`src/hdl/bscfn_pkg.sv`:
```
// ----------------------------------------------------------------------------
// bscfn_pkg
// Shared types, request codes and helpers for the flag bitmap core.
// ----------------------------------------------------------------------------
package bscfn_pkg;

	// Flag bits held in one stored word
	localparam int unsigned WordBits = 64;
	localparam int unsigned OffBits  = 6;
	// Words reachable through an 8-bit bit index
	localparam int unsigned IdxWords = 4;

	// Request codes
	typedef enum logic [1:0] {
		KIND_WRITE  = 2'd0,
		KIND_TEST   = 2'd1,
		KIND_FIND   = 2'd2,
		KIND_UNUSED = 2'd3
	} kind_t;

	// Sequencer states
	typedef enum logic {
		ST_IDLE = 1'b0,
		ST_EVAL = 1'b1
	} state_t;

	// Position of the lowest set bit of a nonzero word (binary narrowing)
	function automatic logic [OffBits-1:0] lowest_set(input logic [WordBits-1:0] v);
		logic [WordBits-1:0] t;
		logic [OffBits-1:0]  pos;
		t   = v;
		pos = '0;
		if (t[31:0] == 32'd0) begin
			t      = t >> 32;
			pos[5] = 1'b1;
		end
		if (t[15:0] == 16'd0) begin
			t      = t >> 16;
			pos[4] = 1'b1;
		end
		if (t[7:0] == 8'd0) begin
			t      = t >> 8;
			pos[3] = 1'b1;
		end
		if (t[3:0] == 4'd0) begin
			t      = t >> 4;
			pos[2] = 1'b1;
		end
		if (t[1:0] == 2'd0) begin
			t      = t >> 2;
			pos[1] = 1'b1;
		end
		if (t[0] == 1'b0) begin
			pos[0] = 1'b1;
		end
		return pos;
	endfunction

endpackage

```
`src/hdl/bscfn_ram.sv`:
```
// ----------------------------------------------------------------------------
// bscfn_ram
// Generic single-write, single-read RAM with a registered read port.
// ----------------------------------------------------------------------------
module bscfn_ram #(
	parameter int unsigned WIDTH = 64,
	parameter int unsigned DEPTH = 4
) (
	input  logic                                       clk,
	input  logic                                       we,
	input  logic [(DEPTH > 1 ? $clog2(DEPTH) : 1)-1:0] waddr,
	input  logic [WIDTH-1:0]                           wdata,
	input  logic [(DEPTH > 1 ? $clog2(DEPTH) : 1)-1:0] raddr,
	output logic [WIDTH-1:0]                           rdata
);

	logic [WIDTH-1:0] mem_q [DEPTH];

	// Write port
	always_ff @(posedge clk) begin
		if (we) begin
			mem_q[waddr] <= wdata;
		end
	end

	// Registered read port
	always_ff @(posedge clk) begin
		rdata <= mem_q[raddr];
	end

endmodule

```
`src/hdl/bitmap_set_clear_find_next_core.sv`:
```
// ----------------------------------------------------------------------------
// bitmap_set_clear_find_next_core
// Flag bitmap with bit write, bit test and find-next-set over 64-bit words.
// ----------------------------------------------------------------------------
// A request is taken when start is high and busy is low; its single result is
// shown for one cycle with done high and must be captured then. The words live
// in a RAM with one registered read port, and the sequencer reads one word per
// cycle: a write or a test evaluates its one word, while a find scans words
// upward from the requested one, at most min(NUM_WORDS, 4) of them, as an
// 8-bit index reaches only four words. The result appears the cycle after the
// last word is evaluated, and a new request may be taken in that same cycle.
// Words are cleared at reset through per-word valid bits, so no clearing pass
// is needed. map_valid is high when the owner id is nonzero and some word
// holds a set bit after the request.
// ----------------------------------------------------------------------------
module bitmap_set_clear_find_next_core #(
	parameter int unsigned NUM_WORDS = 4
) (
	input  logic        clk,
	input  logic        arst_n,
	// request side
	input  logic        start,
	output logic        busy,
	input  logic [1:0]  kind,
	input  logic [7:0]  bit_index,
	input  logic        set_value,
	// result side
	output logic        done,
	output logic        bit_is_set,
	output logic        found,
	output logic [7:0]  next_index,
	output logic        map_valid,
	// owner id register
	input  logic        cfg_we,
	input  logic [31:0] cfg_wdata
);

	localparam int unsigned AddrBits = (NUM_WORDS > 1) ? $clog2(NUM_WORDS) : 1;
	localparam int unsigned MapWords =
		(NUM_WORDS < bscfn_pkg::IdxWords) ? NUM_WORDS : bscfn_pkg::IdxWords;
	localparam logic [1:0]  LastWord = 2'(MapWords - 1);

	// Sequencer and request registers
	bscfn_pkg::state_t                  state_q, state_d;
	bscfn_pkg::kind_t                   kind_q;
	logic [1:0]                         word_q;
	logic [bscfn_pkg::OffBits-1:0]      off_q;
	logic                               set_q;
	logic                               in_map_q;
	logic                               rd_valid_q;
	logic [NUM_WORDS-1:0]               valid_q;
	logic [NUM_WORDS-1:0]               nz_q;
	logic [31:0]                        owner_q;

	// Result registers
	logic                               done_q;
	logic                               bit_is_set_q;
	logic                               found_q;
	logic [7:0]                         next_index_q;
	logic                               map_valid_q;

	// RAM port signals
	logic                               ram_we;
	logic [AddrBits-1:0]                ram_waddr;
	logic [bscfn_pkg::WordBits-1:0]     ram_wdata;
	logic [AddrBits-1:0]                ram_raddr;
	logic [bscfn_pkg::WordBits-1:0]     ram_rdata;
	logic [1:0]                         rword;
	logic [7:0]                         rword_ext;
	logic [7:0]                         wword_ext;

	// Datapath
	logic [bscfn_pkg::WordBits-1:0]     cur_word;
	logic [bscfn_pkg::WordBits-1:0]     bit_mask;
	logic [bscfn_pkg::WordBits-1:0]     hit;
	logic [bscfn_pkg::WordBits-1:0]     new_word;
	logic [NUM_WORDS-1:0]               nz_d;
	logic                               go_next;
	logic                               finish;
	logic                               res_set;
	logic                               res_found;
	logic [7:0]                         res_index;
	logic                               accept;

	assign accept = start && (state_q == bscfn_pkg::ST_IDLE);

	bscfn_ram #(
		.WIDTH (bscfn_pkg::WordBits),
		.DEPTH (NUM_WORDS)
	) u_ram (
		.clk   (clk),
		.we    (ram_we),
		.waddr (ram_waddr),
		.wdata (ram_wdata),
		.raddr (ram_raddr),
		.rdata (ram_rdata)
	);

	// Read address: requested word when idle, following word while scanning
	assign rword     = (state_q == bscfn_pkg::ST_IDLE) ? bit_index[7:6] : word_q + 2'd1;
	assign rword_ext = {6'd0, rword};
	assign ram_raddr = rword_ext[AddrBits-1:0];
	assign wword_ext = {6'd0, word_q};
	assign ram_waddr = wword_ext[AddrBits-1:0];

	// Word as seen by the request: never-written words read as zero
	assign cur_word = rd_valid_q ? ram_rdata : '0;
	assign bit_mask = {{(bscfn_pkg::WordBits-1){1'b0}}, 1'b1} << off_q;
	assign hit      = cur_word & ({bscfn_pkg::WordBits{1'b1}} << off_q);
	assign new_word = set_q ? (cur_word | bit_mask) : (cur_word & ~bit_mask);
	assign ram_wdata = new_word;

	// Next state, RAM write and result values
	always_comb begin
		state_d   = state_q;
		ram_we    = 1'b0;
		nz_d      = nz_q;
		go_next   = 1'b0;
		finish    = 1'b0;
		res_set   = 1'b0;
		res_found = 1'b0;
		res_index = '0;
		unique case (state_q)
			bscfn_pkg::ST_IDLE: begin
				if (start) begin
					state_d = bscfn_pkg::ST_EVAL;
				end
			end
			bscfn_pkg::ST_EVAL: begin
				finish = 1'b1;
				unique case (kind_q)
					bscfn_pkg::KIND_WRITE: begin
						if (in_map_q) begin
							ram_we = 1'b1;
							nz_d[ram_waddr] = |new_word;
						end
					end
					bscfn_pkg::KIND_TEST: begin
						res_set = in_map_q && ((cur_word & bit_mask) != '0);
					end
					bscfn_pkg::KIND_FIND: begin
						if (in_map_q) begin
							if (hit != '0) begin
								res_found = 1'b1;
								res_index = {word_q, bscfn_pkg::lowest_set(hit)};
							end else if (word_q != LastWord) begin
								go_next = 1'b1;
								finish  = 1'b0;
							end
						end
					end
					default: begin
					end
				endcase
				if (finish) begin
					state_d = bscfn_pkg::ST_IDLE;
				end
			end
			default: begin
				state_d = bscfn_pkg::ST_IDLE;
			end
		endcase
	end

	// Control registers
	always_ff @(posedge clk or negedge arst_n) begin
		if (!arst_n) begin
			state_q    <= bscfn_pkg::ST_IDLE;
			valid_q    <= '0;
			nz_q       <= '0;
			owner_q    <= '0;
			done_q     <= 1'b0;
			rd_valid_q <= 1'b0;
		end else begin
			state_q    <= state_d;
			nz_q       <= nz_d;
			done_q     <= finish;
			rd_valid_q <= valid_q[ram_raddr];
			if (ram_we) begin
				valid_q[ram_waddr] <= 1'b1;
			end
			if (cfg_we) begin
				owner_q <= cfg_wdata;
			end
		end
	end

	// Request and result payload
	always_ff @(posedge clk) begin
		if (accept) begin
			kind_q   <= bscfn_pkg::kind_t'(kind);
			word_q   <= bit_index[7:6];
			off_q    <= bit_index[5:0];
			set_q    <= set_value;
			in_map_q <= (int'(bit_index[7:6]) < int'(NUM_WORDS));
		end else if (go_next) begin
			word_q <= word_q + 2'd1;
			off_q  <= '0;
		end
		if (finish) begin
			bit_is_set_q <= res_set;
			found_q      <= res_found;
			next_index_q <= res_index;
			map_valid_q  <= (owner_q != 32'd0) && (nz_d != '0);
		end
	end

	assign busy       = (state_q != bscfn_pkg::ST_IDLE);
	assign done       = done_q;
	assign bit_is_set = bit_is_set_q;
	assign found      = found_q;
	assign next_index = next_index_q;
	assign map_valid  = map_valid_q;

endmodule
```
`config.mk`:
```
export PLATFORM = sky130hd
export DESIGN_NAME = bitmap_set_clear_find_next_core
export DESIGN_NICKNAME = d
export VERILOG_FILES = /design/src/hdl/bscfn_pkg.sv /design/src/hdl/bscfn_ram.sv /design/src/hdl/bitmap_set_clear_find_next_core.sv
export SDC_FILE = /design/constraint.sdc
export NUM_CORES = 1
export LEC_CHECK = 0
export BUFFER_PORTS_ARGS = -buffer_cell sky130_fd_sc_hd__buf_2
export CELL_PAD_IN_SITES_DETAIL_PLACEMENT = 1
export CELL_PAD_IN_SITES_GLOBAL_PLACEMENT = 2
export CORE_AREA = 4 4 219 221
export CTS_CLUSTER_SIZE = 16
export DETAILED_ROUTE_END_ITERATION = 12
export DIE_AREA = 0 0 223 225
export PLACE_DENSITY_LB_ADDON = 0.1
export SLEW_MARGIN = 20
export SYNTH_ARGS = -nofsm -noshare
export SYNTH_HDL_FRONTEND = slang
export SYNTH_SLANG_ARGS = --single-unit
```
`constraint.sdc`:
```
create_clock -name clk -period 3.7 [get_ports clk]
set_input_delay 0.74 -clock clk [delete_from_list [all_inputs] [get_ports clk]]
set_output_delay 0.74 -clock clk [all_outputs]
set_load 0.005 [all_outputs]
```
==> impl_results.md <==
- Fin area: 22380 um^2
- Syn Nets: 1591
- Status: finished, violations left
- Worst R2R End: next_index[0]
- DP Area: 20410 um^2
- Number of vias per cell: 5.700
- Req. time, crit path: 4.01 ns
- P_leak: 8.565 nW
- # DRC: 0
- Hold Crit Class: input pin to async pin
- Setup crit start kind: register
- 1st-iter DRT viols: 1142
- Crit path max fanout: 6
- Initial Util: 37.64%
- Area growth syn-to-layout: 28.79%
- Netlist cell types: 77
- Root Buffer: clkbuf_16
- MaxCap Viol Count: 0
- Failing checks: negative setup slack
- Setup CP Type: register to register
- Gate count of the mapped netlist: 1540
- Share of cells above drive strength 1: 28.59%
- Die extent in x: 223 um
- Hold Buf Count CTS: 0
- Die Ht: 225 um
- Routed length per placed instance: 26.87 um
- Placer Congestion: 0.9981
- Pins Over Slew Limit: 0
- Clk buf depth: 3
- Worst reg2reg path depth: 14
- Tot Pwr: 13.00 mW
- Vias in the first global route: 14700
- WL final: 66700 um
- CORE AREA: 46160 um^2
- Final setup skew: 0.02932 ns
- Period utilization: 101.1%
- Fill cell total of the finished layout: 4872
- Area contributors post-synth: edfxtp_1 (48%), dfxtp_1 (7.4%), dfrtp_1 (6.2%), nand2_1 (5.9%), a211oi_1 (2.9%)
- Final nets: 1891
- Avg Synthesized Cell Area: 11.28 um^2
- Number of routed nets with antenna violations: 0
- Clock group share of total power: 34.2%
- Critical Path Source: off_q[2]
- Synth top area share: 48.04%
- Via count: 14150
- Gate power share: 24.6%
- Max-slew headroom: 40.24%
- Hpwl dp: 49450 um
- Asr flop ratio synth: 11.17%
- CTS Buf Count: 43
- Total clock sinks: 385
- Switching Power: 3.879 mW
- R2r setup slk: -0.04 ns
- Fmax: 267.3 MHz
- Port buffer count: 59
- Register area: 10710 um^2
- Gr ovfl total: 0
- Clk slew on worst S/H paths: 0.06 ns
- R2R Path Start: off_q[2]
- Final Worst Setup Slack: -0.04113 ns
- Cell taking the most area after synthesis: edfxtp_1
- Post-synthesis register bit count: 385
- Io pins: 60
- First-pass GRT wire length: 98850 um
- Largest net degree at the start of global routing: 131
- Synth Warn #: 0
- Net Sw Frac: 29.82%
- Final setup violation count: 1
- Peak VDD IR: 0.4584 mV
- Critical path destination: next_index[0]
- CTS tree: built
- Tightest Pin Transition: 0.8946 ns
- Post-synthesis instance area: 17380 um^2
- Combined area of the multi-input logic cells: 6462 um^2
- Top FF cell, synth: edfxtp_1
- EDFF count, synth: 278
- Pwr/cell area: 581.1 nW/um^2
- Min Tclk post-route: 3.741 ns
- Data arrival, critical path: 4.06 ns
- Pint: 9.126 mW
- Final hold violation count: 0
- Register area share after synthesis: 61.61%
- Initial antenna violation count: 2
- Antenna diodes: 0
- Htree depth: 2
- DIE AREA: 50180 um^2
- Total track usage: 26.32%
- Commonest non-fill, non-tap cell in the layout: buf_4
- Setup repair after global routing missed its margin: yes
- Worst Setup End Kind: register
- Most frequent cells in the layout: buf_4 (279), edfxtp_1 (278), nand2_1 (273)
- Worst-Skew Late Latency: 0.58 ns
- Cell Rows: 79
- First drt pass iteration count: 5
- Seq pwr share: 41.3%
-- layout make-up --
type                       count  area share, %
multi-input combinational   1028          28.88
tap                          607          3.394
clock inverter                25          1.543
clock buffer                  55          5.188
timing repair buffer         363          12.80
sequential                   385          47.84
inverter                      19         0.3578
-- what timing repair did --
item / in CTS / in global routing
gates cloned: 1 / 1
pin swaps: 6 / 15
setup endpoints to repair: 27 / 27
setup buffers: 11 / 5
resized for setup: 34 / 34
-- cell families (layout without fill, tap and decap cells) --
family          after synthesis  after routing  share of synthesized area, %
flops                       385            385                         61.61
mux                          72             72                         4.421
fa+ha+maj                     4              4                        0.2880
simple gates                577            577                         15.91
buf+inv                     127            462                         2.945
compound gates              375            375                         14.83
-- power by group through the flow --
stage               clock network (mW)  logic (mW)  registers, mW
floorplan                            0        1.39           5.26
global placement                     0        2.96           5.45
detailed placement                   0        2.97           5.44
CTS                               4.56        3.09           5.36
global route                      4.78        3.43           5.38
finish                            4.44        3.20           5.37
-- cells in the mapped netlist, drive strengths merged, types with 4 or more instances --
| cell type | n |
|---|---|
| o211ai | 15 |
| o2bb2ai | 4 |
| a22oi | 6 |
| or4 | 7 |
| dfrtp | 43 |
| or2 | 5 |
| edfxtp | 278 |
| nor4b | 6 |
| nor2b | 13 |
| dfxtp | 64 |
| nand3 | 56 |
| clkbuf | 80 |
| and2 | 78 |
| a22o | 5 |
| inv | 18 |
| nor4 | 23 |
| mux2i | 34 |
| a211oi | 69 |
| a41oi | 6 |
| or3 | 9 |
| mux2 | 38 |
| nor2 | 54 |
| nor3 | 13 |
| a21boi | 5 |
| o2111ai | 9 |
| nand4 | 13 |
| o311ai | 4 |
| o31ai | 7 |
| a221oi | 4 |
| o21ai | 77 |
| ha | 4 |
| a31oi | 78 |
| nand2b | 12 |
| nor3b | 4 |
| and3 | 4 |
| buf | 28 |
| a21oi | 34 |
| o22ai | 5 |
| o21a | 4 |
| nand2 | 273 |
-- registers in the layout (all words and copies together), names as in the netlist --
register / flops
ram_waddr: 2
busy: 1
u_ram.rdata: 64
set_q: 1
off_q: 6
next_index: 8
owner_q: 32
done: 1
found: 1
nz_q: 4
bit_is_set: 1
valid_q: 4
u_ram.mem_q: 256
rd_valid_q: 1
kind_q: 2
map_valid: 1
-- worst min-delay path by stage --
| stage | startpoint | to | slack [ns] | depth (start not counted) |
|---|---|---|---|---|
| after floorplan | valid_q[2] | valid_q[2] | 0.43 | 1 |
| after global placement | valid_q[2] | valid_q[2] | 0.45 | 1 |
| after detailed placement | valid_q[2] | valid_q[2] | 0.45 | 1 |
| after CTS | kind[1] | kind_q[1] | 0.33 | 1 |
| after global routing | arst_n | owner_q[4] | 0.21 | 1 |
| final | arst_n | owner_q[7] | 0.18 | 1 |
-- stage by stage --
| step | util (%) | instances | setup slack (ns) | setup TNS [ns] | hold slack (ns) |
|---|---|---|---|---|---|
| finish | 48.48 | 2482 | -0.04113 | -0.04113 | 0.1823 |
| floorplan | - | 1540 | 0.1178 | 0 | 0.4252 |
| CTS | 48.08 | 2476 | -0.008562 | -0.008562 | 0.3268 |
| global route | 48.48 | 2482 | -0.1537 | -0.3752 | 0.2105 |
| global placement | 44.21 | 2384 | -0.8581 | -3.505 | 0.4485 |
| detailed placement | 44.21 | 2384 | -0.7577 | -3.746 | 0.4492 |
-- worst max-delay path, stage by stage (launching register included) --
cell	delay, ns
edfxtp_1	0.48
buf_4	0.18
or4b_4	0.49
a31o_1	0.23
and4b_1	0.20
a41o_1	0.21
and3_4	0.20
buf_6	0.14
a32o_2	0.26
a211oi_4	0.40
buf_6	0.16
o21a_1	0.14
a221o_1	0.17
a21oi_1	0.07
o21a_1	0.17
-- per-layer routing --
| metal | vias to the layer above | part of all wire, % | track usage (%) |
|---|---|---|---|
| li1 | 6400 | - | - |
| met4 | 0 | 3.3 | 7.675 |
| met3 | 141 | 4.7 | 3.569 |
| met5 | - | 0 | 0 |
| met1 | 7224 | 44 | 35.79 |
| met2 | 382 | 48 | 44.49 |
No activity file was read; power rests on OpenSTA's default activity.
